==> config.mk <==
export PLATFORM = sky130hd
export DESIGN_NAME = binary_to_decimal_ascii_top
export DESIGN_NICKNAME = d
export VERILOG_FILES = /design/src/design/bda_pkg.sv /design/src/design/bda_front.sv /design/src/design/bda_fifo.sv /design/src/design/bda_emit.sv /design/src/design/binary_to_decimal_ascii_top.sv
export SDC_FILE = /design/constraint.sdc
export NUM_CORES = 1
export LEC_CHECK = 0
export ABC_AREA = 1
export BUFFER_PORTS_ARGS = -buffer_cell sky130_fd_sc_hd__buf_2
export CORE_UTILIZATION = 27
export DETAILED_ROUTE_END_ITERATION = 12
export PLACE_DENSITY_LB_ADDON = 0.1
export SLEW_MARGIN = 15
export SYNTH_ARGS = -nofsm -noshare
export SYNTH_HDL_FRONTEND = slang
export SYNTH_HIERARCHICAL = 1
export SYNTH_SLANG_ARGS = --single-unit
==> constraint.sdc <==
create_clock -name clk -period 3.4 [get_ports clk]
set_clock_uncertainty 0.15 [all_clocks]
set_input_delay 0.17 -clock clk [delete_from_list [all_inputs] [get_ports clk]]
set_output_delay 0.17 -clock clk [all_outputs]
set_load 0.01 [all_outputs]
==> src/design/bda_pkg.sv <==
// bda_pkg: shared types, constants and the double dabble step for the
// binary to decimal ascii converter. No dependencies.
package bda_pkg;

    // input value width and the part of it that is converted
    localparam int VALUE_W    = 30;
    localparam int BIN_BITS   = 30;
    localparam int DEC_DIGITS = 10;

    // conversion steps: STEP_BITS input bits are consumed per clock, except while the final step waits for queue room
    localparam int STEP_BITS = 3;
    localparam int STEPS     = (BIN_BITS + STEP_BITS - 1) / STEP_BITS;
    localparam int PAD_W     = STEPS * STEP_BITS;
    localparam int CNT_W     = $clog2(STEPS);

    // bcd word and digit index
    localparam int BCD_W     = 4 * DEC_DIGITS;
    localparam int DIG_IDX_W = $clog2(DEC_DIGITS);

    // queue between front and back
    localparam int QUEUE_DEPTH = 2;
    localparam int QPTR_W      = $clog2(QUEUE_DEPTH);
    localparam int QCNT_W      = $clog2(QUEUE_DEPTH + 1);

    // ascii code of '0'; digits are or-ed into the low nibble
    localparam logic [5:0] ASCII_ZERO = 6'h30;
    localparam logic [3:0] ADD3_LIMIT = 4'h4;
    localparam logic [3:0] ADD3_VALUE = 4'h3;

    typedef logic [BCD_W-1:0]     bcd_t;
    typedef logic [DIG_IDX_W-1:0] dig_idx_t;

    // queue status seen by front and back
    typedef struct packed {
        logic full;
        logic empty;
    } q_status_t;

    // one shift-and-add-3 step over all digits
    function automatic bcd_t dabble_step(input bcd_t bcd_in, input logic bin_bit);
        bcd_t       acc;
        logic [3:0] nib;
        acc = bcd_in;
        for (int d = 0; d < DEC_DIGITS; d++)
        begin
            nib = acc[4*d +: 4];
            if (nib > ADD3_LIMIT)
            begin
                acc[4*d +: 4] = nib + ADD3_VALUE;
            end
        end
        return {acc[BCD_W-2:0], bin_bit};
    endfunction

    // index of the most significant nonzero digit, zero if all digits are zero
    function automatic dig_idx_t top_digit(input bcd_t bcd_in);
        dig_idx_t top;
        top = '0;
        for (int d = 0; d < DEC_DIGITS; d++)
        begin
            if (bcd_in[4*d +: 4] != 4'h0)
            begin
                top = DIG_IDX_W'(d);
            end
        end
        return top;
    endfunction

endpackage

==> src/design/bda_front.sv <==
// bda_front: accepts a binary value and converts it to bcd by double dabble,
// STEP_BITS bits per clock (the final step waits for room in the queue), then pushes the bcd word into the queue.
// Depends on bda_pkg.
module bda_front (
    input  logic                        clk,
    input  logic                        rst_n,
    input  logic                        start,
    input  logic [bda_pkg::VALUE_W-1:0] value,
    output logic                        busy,
    input  bda_pkg::q_status_t          q_status,
    output logic                        push,
    output bda_pkg::bcd_t               push_data
);

    logic                            act_reg, act_next;
    logic [bda_pkg::CNT_W-1:0]       cnt_reg, cnt_next;
    logic [bda_pkg::PAD_W-1:0]       sh_reg, sh_next;
    bda_pkg::bcd_t                   bcd_reg, bcd_next;
    bda_pkg::bcd_t                   bcd_step;
    logic [bda_pkg::PAD_W-1:0]       sh_step;
    logic                            last_step;
    logic                            accept;
    logic                            advance;

    // three dependent dabble steps per clock, msb first
    always_comb
    begin
        bcd_step = bcd_reg;
        sh_step  = sh_reg;
        for (int i = 0; i < bda_pkg::STEP_BITS; i++)
        begin
            bcd_step = bda_pkg::dabble_step(bcd_step, sh_step[bda_pkg::PAD_W-1]);
            sh_step  = {sh_step[bda_pkg::PAD_W-2:0], 1'b0};
        end
    end

    // handshake: the final step completes only when the queue has room
    assign last_step = (cnt_reg == bda_pkg::CNT_W'(bda_pkg::STEPS - 1));
    assign push      = act_reg && last_step && !q_status.full;
    assign advance   = act_reg && !(last_step && q_status.full);
    assign busy      = act_reg && !push;
    assign accept    = start && !busy;
    assign push_data = bcd_step;

    // next state of the converter
    always_comb
    begin
        act_next = act_reg;
        cnt_next = cnt_reg;
        sh_next  = sh_reg;
        bcd_next = bcd_reg;
        if (accept)
        begin
            act_next = 1'b1;
            cnt_next = '0;
            sh_next  = bda_pkg::PAD_W'(value[bda_pkg::BIN_BITS-1:0]);
            bcd_next = '0;
        end
        else if (push)
        begin
            act_next = 1'b0;
        end
        else if (advance)
        begin
            cnt_next = cnt_reg + 1'b1;
            sh_next  = sh_step;
            bcd_next = bcd_step;
        end
    end

    // control registers
    always_ff @(posedge clk or negedge rst_n)
    begin
        if (!rst_n)
        begin
            act_reg <= 1'b0;
            cnt_reg <= '0;
        end
        else
        begin
            act_reg <= act_next;
            cnt_reg <= cnt_next;
        end
    end

    // datapath registers
    always_ff @(posedge clk)
    begin
        sh_reg  <= sh_next;
        bcd_reg <= bcd_next;
    end

endmodule

==> src/design/bda_fifo.sv <==
// bda_fifo: short flop queue of bcd words between the converter front and
// the character emitter. Depends on bda_pkg.
module bda_fifo (
    input  logic               clk,
    input  logic               rst_n,
    input  logic               wr_en,
    input  bda_pkg::bcd_t      wr_data,
    input  logic               rd_en,
    output bda_pkg::bcd_t      rd_data,
    output bda_pkg::q_status_t status
);

    bda_pkg::bcd_t                mem_reg [bda_pkg::QUEUE_DEPTH];
    logic [bda_pkg::QPTR_W-1:0]   wr_ptr_reg, wr_ptr_next;
    logic [bda_pkg::QPTR_W-1:0]   rd_ptr_reg, rd_ptr_next;
    logic [bda_pkg::QCNT_W-1:0]   cnt_reg, cnt_next;
    logic                         do_wr, do_rd;

    assign status.full  = (cnt_reg == bda_pkg::QCNT_W'(bda_pkg::QUEUE_DEPTH));
    assign status.empty = (cnt_reg == '0);
    assign do_wr        = wr_en && !status.full;
    assign do_rd        = rd_en && !status.empty;
    assign rd_data      = mem_reg[rd_ptr_reg];

    // pointer and fill count update
    always_comb
    begin
        wr_ptr_next = wr_ptr_reg;
        rd_ptr_next = rd_ptr_reg;
        cnt_next    = cnt_reg;
        if (do_wr)
        begin
            wr_ptr_next = (wr_ptr_reg == bda_pkg::QPTR_W'(bda_pkg::QUEUE_DEPTH - 1))
                          ? '0 : wr_ptr_reg + 1'b1;
        end
        if (do_rd)
        begin
            rd_ptr_next = (rd_ptr_reg == bda_pkg::QPTR_W'(bda_pkg::QUEUE_DEPTH - 1))
                          ? '0 : rd_ptr_reg + 1'b1;
        end
        if (do_wr && !do_rd)
        begin
            cnt_next = cnt_reg + 1'b1;
        end
        else if (do_rd && !do_wr)
        begin
            cnt_next = cnt_reg - 1'b1;
        end
    end

    // control registers
    always_ff @(posedge clk or negedge rst_n)
    begin
        if (!rst_n)
        begin
            wr_ptr_reg <= '0;
            rd_ptr_reg <= '0;
            cnt_reg    <= '0;
        end
        else
        begin
            wr_ptr_reg <= wr_ptr_next;
            rd_ptr_reg <= rd_ptr_next;
            cnt_reg    <= cnt_next;
        end
    end

    // storage
    always_ff @(posedge clk)
    begin
        if (do_wr)
        begin
            mem_reg[wr_ptr_reg] <= wr_data;
        end
    end

endmodule

==> src/design/bda_emit.sv <==
// bda_emit: pops bcd words from the queue, skips leading zeros and sends one
// ascii digit per clock, most significant first. Depends on bda_pkg.
module bda_emit (
    input  logic               clk,
    input  logic               rst_n,
    input  bda_pkg::q_status_t q_status,
    input  bda_pkg::bcd_t      head,
    output logic               pop,
    output logic               valid,
    output logic [5:0]         ascii_char,
    output logic               last
);

    logic              act_reg, act_next;
    bda_pkg::dig_idx_t idx_reg, idx_next;
    bda_pkg::bcd_t     cur_reg, cur_next;
    logic              valid_reg;
    logic [5:0]        ascii_reg;
    logic              last_reg;
    logic [3:0]        nib;
    logic              final_digit;

    // current digit of the word in flight
    assign nib         = cur_reg[4*idx_reg +: 4];
    assign final_digit = (idx_reg == '0);

    // pop the next word as the last digit of the current one leaves, or while idle
    assign pop = (!act_reg || final_digit) && !q_status.empty;

    always_comb
    begin
        act_next = act_reg;
        idx_next = idx_reg;
        cur_next = cur_reg;
        if (act_reg && !final_digit)
        begin
            idx_next = idx_reg - 1'b1;
        end
        else if (pop)
        begin
            act_next = 1'b1;
            cur_next = head;
            idx_next = bda_pkg::top_digit(head);
        end
        else
        begin
            act_next = 1'b0;
        end
    end

    // control registers
    always_ff @(posedge clk or negedge rst_n)
    begin
        if (!rst_n)
        begin
            act_reg   <= 1'b0;
            idx_reg   <= '0;
            valid_reg <= 1'b0;
        end
        else
        begin
            act_reg   <= act_next;
            idx_reg   <= idx_next;
            valid_reg <= act_reg;
        end
    end

    // character output register and word in flight
    always_ff @(posedge clk)
    begin
        cur_reg   <= cur_next;
        ascii_reg <= bda_pkg::ASCII_ZERO | {2'b00, nib};
        last_reg  <= final_digit;
    end

    assign valid      = valid_reg;
    assign ascii_char = ascii_reg;
    assign last       = last_reg;

endmodule

==> src/design/binary_to_decimal_ascii_top.sv <==
// binary_to_decimal_ascii_top: a value is taken when start is high and busy low;
// the front converts it 3 bits per cycle, holding the final step while the queue
// is full, then it queues. Characters then leave one per cycle, most significant first.
// A new value can be taken while the one before it is pushed; a full queue holds the front back.
// Reset clears all control state; results cannot be stalled by the receiver.
// Depends on bda_pkg, bda_front, bda_fifo and bda_emit.
module binary_to_decimal_ascii_top (
    input  logic                        clk,
    input  logic                        rst_n,
    input  logic                        start,
    input  logic [bda_pkg::VALUE_W-1:0] value,
    output logic                        busy,
    output logic                        valid,
    output logic [5:0]                  ascii_char,
    output logic                        last
);

    bda_pkg::q_status_t q_status;
    logic               push;
    bda_pkg::bcd_t      push_data;
    logic               pop;
    bda_pkg::bcd_t      head;

    // converter front
    bda_front u_front (
        .clk       (clk),
        .rst_n     (rst_n),
        .start     (start),
        .value     (value),
        .busy      (busy),
        .q_status  (q_status),
        .push      (push),
        .push_data (push_data)
    );

    // queue between front and back
    bda_fifo u_fifo (
        .clk     (clk),
        .rst_n   (rst_n),
        .wr_en   (push),
        .wr_data (push_data),
        .rd_en   (pop),
        .rd_data (head),
        .status  (q_status)
    );

    // character emitter
    bda_emit u_emit (
        .clk        (clk),
        .rst_n      (rst_n),
        .q_status   (q_status),
        .head       (head),
        .pop        (pop),
        .valid      (valid),
        .ascii_char (ascii_char),
        .last       (last)
    );

endmodule
## After elaboration in Yosys (flattened, before gate mapping)

Memory sizes are Yosys's and may differ from the RTL's.
Index checks and enable logic that the tools add are counted.

| operators by class | value |
|---|---|
| reduce and logical (&&, ||, !) cells | 40 |
| bitwise gates (word level) | 2 |
| $lt $le $gt $ge | 30 |
| shifts and indexed selects | 1 |
| divide/modulo/power cells | 0 |
| mux-type cells | 56 |
| equality and inequality tests | 3 |
| $add $sub $neg | 36 |
| multipliers | 0 |

Operators with widths:

| kind | count |
|---|---|
| two-way mux 4 bit | 34 |
| greater-than comparator 4 x 3 -> 1 bit (second input constant) | 30 |
| adder 4 x 2 -> 4 bit (second input constant) | 27 |
| two-way mux 30 bit | 3 |
| variable part select 40 x 7 -> 4 bit | 1 |
| nonzero test 4 bit | 9 |
| two-way mux 3 bit | 7 |
| logical AND 1 bit | 12 |
| adder 3 x 2 -> 3 bit (second input constant) | 3 |
| zero test 1 bit | 9 |
| two-way mux 1 bit | 8 |
| two-way mux 2 bit | 4 |
| nonzero test 2 bit | 4 |
| AND reduction 2 bit | 3 |
| adder 4 x 1 -> 4 bit (second input constant) | 1 |
| == test 4 bit (second input constant) | 1 |
| zero test 4 bit | 1 |
| subtractor 4 x 1 -> 4 bit (second input constant) | 1 |
| adder 1 bit (second input constant) | 2 |
| adder 2 x 1 -> 2 bit (second input constant) | 1 |
| == test 2 bit (second input constant) | 1 |
| zero test 2 bit | 1 |
| inequality test 2 bit (second input constant) | 1 |
| NOT 1 bit | 2 |
| other kinds (2) | 2 |

| word-level totals | value |
|---|---|
| input bits | 33 |
| memories kept | 1 |
| register bits after elaboration | 130 |
| RAM bits | 80 |
| latch bits | 0 |
| output and inout bits | 9 |
| ROM bits | 0 |
| logic and storage cells | 182 |

Memories:

| name | depth | width | rd ports | clocked after Yosys merged registers in | write ports | line | RTL |
|---|---|---|---|---|---|---|---|
| u_fifo.mem_reg | 2 | 40 | 1 | 0 | 1 | bda_fifo.sv:13 | `bda_pkg::bcd_t mem_reg [bda_pkg::QUEUE_DEPTH];` |

## Logic depth before layout (Yosys ltp)

An unclocked memory read counts as a cell.

| depth | value |
|---|---|
| depth in word-level cells | 13 |
| depth in mapped cells | 20 |
| mapped depth without buffers | 20 |

## Cells and area by module

Netlist, hierarchy kept.

Modules (own cells, without submodules):

| module | sequential area each (um^2) | instances | cells an instance | area each (um^2) |
|---|---|---|---|---|
| bda_front | 1826.8 | 1 | 855 | 5801.8 |
| bda_fifo | 2502.4 | 1 | 241 | 3146.8 |
| bda_emit | 1451.4 | 1 | 192 | 2177.1 |

## Least setup slack after synthesis

No wires, ideal clock.

| timing path | value |
|---|---|
| path type | register -> register |
| start | register u_front/cnt_reg[1] (netlist bit) |
| end | memory u_fifo/mem_reg[1][0] (netlist bit) (enable) |
| clock period less this slack | 3.234 ns |
| arrival time | 2.647 ns |
| data required time | 2.813 ns |
| setup time | 0.437 ns |
| path slack | 0.166 ns |
| path buffers | 0 |
| cell stages (with the launch flop) | 7 |
| path through | dfrtp_1 inv_1 ha_1 nand2_1 nor3_2 o21ai_1 nor2_1 |

| on the way | value |
|---|---|
| cells in the longest elaborated chain, start to end | 6 |

Ends and longest elaborated chain:

| what | line | RTL |
|---|---|---|
| start: declaration | bda_front.sv:16 | `logic [bda_pkg::CNT_W-1:0] cnt_reg, cnt_next;` |
| start signal: assignment | bda_front.sv:82 | `cnt_reg <= cnt_next;` |
| == test 4 bit | bda_front.sv:38 | `assign last_step = (cnt_reg == bda_pkg::CNT_W'(bda_pkg::STEPS - 1));` |
| logical AND 1 bit (2 in a row) | bda_front.sv:39 | `assign push = act_reg && last_step && !q_status.full;` |
| net push | binary_to_decimal_ascii_top.sv:19 | `logic push;` |
| logical AND 1 bit | bda_fifo.sv:21 | `assign do_wr = wr_en && !status.full;` |
| two-way mux 1 bit | bda_fifo.sv:71 | `if (do_wr)` |
| two-way mux 1 bit (not written as such) | bda_fifo.sv:73 | `mem_reg[wr_ptr_reg] <= wr_data;` |
| end: declaration | bda_fifo.sv:13 |  |

The timed path passes the listed nets, and every way through them passes these cells.

## Worst setup path after layout

| timing path | value |
|---|---|
| start | register u_front.bcd_reg[32] |
| end | memory u_fifo/mem_reg[1][37] (netlist bit), data pin |

| on the way | value |
|---|---|
| cells in the longest elaborated chain, start to end | 6 |
| elaborated cells on any way between the ends | 12 |
| those cells by class | add/sub (4); order compare (4); mux (4) |

Ends and longest elaborated chain:

| what | line | RTL |
|---|---|---|
| start: declaration | bda_front.sv:18 | `bda_pkg::bcd_t bcd_reg, bcd_next;` |
| start signal: assignment | bda_front.sv:90 | `bcd_reg <= bcd_next;` |
| adder 4 x 2 -> 4 bit / greater-than comparator 4 x 3 -> 1 bit (equally long branches) | bda_pkg.sv:49, bda_pkg.sv:47 |  |
| two-way mux 4 bit (*) | bda_pkg.sv:47 | `if (nib > ADD3_LIMIT)` |
| adder 4 x 2 -> 4 bit (tied with other cells) | bda_pkg.sv:49 | `acc[4*d +: 4] = nib + ADD3_VALUE;` |
| two-way mux 4 bit / two-way mux 3 bit (equally long branches) | bda_pkg.sv:47 |  |
| greater-than comparator 4 x 3 -> 1 bit / adder 3 x 2 -> 3 bit (equally long branches) | bda_pkg.sv:47, bda_pkg.sv:49 |  |
| two-way mux 3 bit (*) | bda_pkg.sv:47 |  |
| net push_data[37] | binary_to_decimal_ascii_top.sv:20 | `bda_pkg::bcd_t push_data;` |

Mark *: on every way through the listed nets, which the timed path passes. The rest lies on a longest branch.

==> impl_metrics.env <==
export IMPL_outcome="finished clean"
export IMPL_cts_sinks=210
export IMPL_crit_path_end_kind="register"
export IMPL_syn_cell_area_um2=11100
export IMPL_reg2reg_from="u_front/bcd_reg[32]"
export IMPL_drv_slew=0
export IMPL_muxShareOfSynthArea=0.00360
export IMPL_finalHoldViolations=0
export IMPL_yosys_area_share_simple=0.289
export IMPL_rows=73
export IMPL_grt_total_usage=0.123
export IMPL_r2r_slack_ns=0.45
export IMPL_arrival_ns=3.08
export IMPL_final_period_utilization=0.867
export IMPL_drive_above_1_share=0.140
export IMPL_synthAdderAreaFrac=0.0326
export IMPL_period_needed_ns=2.95
export IMPL_antenna_left=0
export IMPL_grt_pass1_wl_um=41600
export IMPL_clock_latency_ns=0.53
export IMPL_layout_commonest_cell="nand2_1"
export IMPL_grt_max_degree=49
export IMPL_wl_per_cell_um=13.0
export IMPL_cts_buffer_depth=3
export IMPL_fillers=4204
export IMPL_gp_congestion=0.771
export IMPL_overflow=0
export IMPL_setup_violations_final=0
export IMPL_async_reset_ff_frac=0.0714
export IMPL_worst_pin_slew_ns=0.902
export IMPL_largest_reg_flops=80
export IMPL_synth_top_family_by_area="simple AND/OR/NAND/NOR gates"
export IMPL_yosysUniqueCellTypes=50
export IMPL_synth_xor_area_share=0.0184
export IMPL_hpwl_um=17700
export IMPL_grt_pass1_vias=8029
export IMPL_die_width_um=205
export IMPL_avgSynthCellArea_um2=8.64
export IMPL_drt_pass1_iterations=4
export IMPL_cp_data_required_time_ns=3.53
export IMPL_synthCells=1288
export IMPL_path_max_fanout=7
export IMPL_cts_tree="built"
export IMPL_cts_setup_buffers=0
export IMPL_final_nets=1435
export IMPL_initialDrtViolationCount=352
export IMPL_cts_buffers=27
export IMPL_drt_drc_violations_left=0
export IMPL_synth_edff_count=150
export IMPL_holdCritStartpoint="value[14]"
export IMPL_synth_compound_area_frac=0.0680
export IMPL_diodes=0
export IMPL_cts_max_level=1
export IMPL_antenna_found_initial=0
export IMPL_hold_class="input pin to register"
export IMPL_drv_cap=0
export IMPL_ys_seq_area_frac=0.520
export IMPL_mostFrequentLayoutCells="nand2_1, edfxtp_1, inv_1"
export IMPL_die_h_um=205
export IMPL_area_growth_pct=18.0
export IMPL_io_buffers=39
export IMPL_critPathLaunchType="register"
export IMPL_start_util=0.277
export IMPL_fin_util=0.327
export IMPL_fp_dieArea_um2=42000
export IMPL_num_io_pins=42
export IMPL_hold_ws_ns=0.302
export IMPL_totalWireLength_um=25000
export IMPL_rsz0062_at_grt="no"
export IMPL_synth_ff_type="edfxtp_1"
export IMPL_clk_pin_slew_worst_paths_ns=0.06
export IMPL_core_um2=40200
export IMPL_yosysWarnings=6
export IMPL_max_slew_margin_rel=0.397
export IMPL_synth_seq_cells=210
export IMPL_drt_vias_per_instance=4.27
export IMPL_crit_start="u_front/bcd_reg[32]"
export IMPL_setup_worst_path_class="register to register"
export IMPL_clock_root_buffer="clkbuf_16"
export IMPL_setup_tns_final_ns=0
export IMPL_max_freq_mhz=339
export IMPL_dr_total_vias=8194
## per-stage QoR
stage	setup WS, ns	cells	instance area [µm²]
6_report	0.453	1919	13100
5_1_grt	0.177	1919	13100
4_1_cts	0.418	1919	13100
3_5_place_dp	0.432	1836	11900
3_3_place_gp	0.477	1836	11900
2_1_floorplan	0.166	1289	11100
## area by class of cell
class	instances	area [µm²]	share of cell area
flip-flops and latches	210	5780	0.440
multi-input cells	898	4600	0.350
clock buffers	42	782	0.0596
well taps	525	657	0.0501
repair buffers	85	636	0.0484
inverters	151	572	0.0436
clock inverters	8	97.6	0.00744
## final timing paths
check / to / cells after the start
max: u_fifo/mem_reg[1][37] / 15
min: u_front/sh_reg[14] / 4
max reg2reg: u_fifo/mem_reg[1][37] / 15
min reg2reg: u_front/bcd_reg[25] / 2
max in group asynchronous: u_front/cnt_reg[0] / 3
min in group asynchronous: u_emit/valid / 3
## cells by family after synthesis
group,after synthesis
fa+ha+maj,29
simple gates,726
xor+xnor,17
other cells,1
compound gates,120
flops,210
mux,4
buf+inv,181
## synth_stat cells (2+ instances only)
cell type    n  area share
xor2_2       5      0.0073
o221ai_1     6      0.0047
nand3_1     87       0.039
o21ai_4      2      0.0029
xor2_1       9      0.0071
buf_1        2     0.00068
o211ai_1     5      0.0034
nand4_1      3      0.0017
o21bai_1     2      0.0013
and2_1      28       0.016
nor2_2       4      0.0022
dfxtp_1     45       0.081
nor2_4       4      0.0040
nand3b_1     9      0.0061
a21oi_1      7      0.0031
edfxtp_1   150        0.40
inv_1      132       0.045
nand3_4      2      0.0031
ha_1        29       0.033
clkbuf_1     5      0.0017
o21ai_1     21      0.0094
nand2_2     37       0.021
nand2_1    468        0.16
buf_6        3      0.0030
nor2_1      68       0.023
o21ai_0     46       0.021
xnor2_1      2      0.0016
dfrtp_1     15       0.034
inv_4        2      0.0011
inv_2       17      0.0057
nand3b_2     2      0.0020
buf_2       10      0.0045
nand2_4      8      0.0081
o211ai_2     2      0.0022
mux2i_1      4      0.0036
buf_4       10      0.0067
o21ai_2     10      0.0079
o22ai_1     15      0.0084
## layer usage
metal	wire, µm	share of wire	GRT usage	vias to the layer above
met5	0	0	0	-
met4	567	0.023	0.0310	0
met3	666	0.027	0.0146	34
met2	10900	0.44	0.197	98
met1	12900	0.52	0.175	3711
li1	-	-	-	4351
## critical path, stage by stage, from the launching register on
cell,delay (ns)
dfxtp_1,0.40
inv_1,0.10
ha_1,0.20
inv_1,0.08
nand2_2,0.10
o21ai_0,0.16
o31ai_1,0.15
ha_1,0.22
inv_1,0.05
o211ai_1,0.10
nand2_1,0.13
xor2_1,0.20
ha_1,0.18
nand3b_1,0.18
nand3_1,0.11
and2_1,0.20
## repair_timing
item	CTS	global route
hold buffers	33	0
endpoints found under the setup margin	0	0
gates resized for setup	0	0
endpoints found under the hold margin	47	0
Power is left out: the tool's default activity adds up to more than one toggle a clock period on the data nets, which glitch-free logic cannot reach.
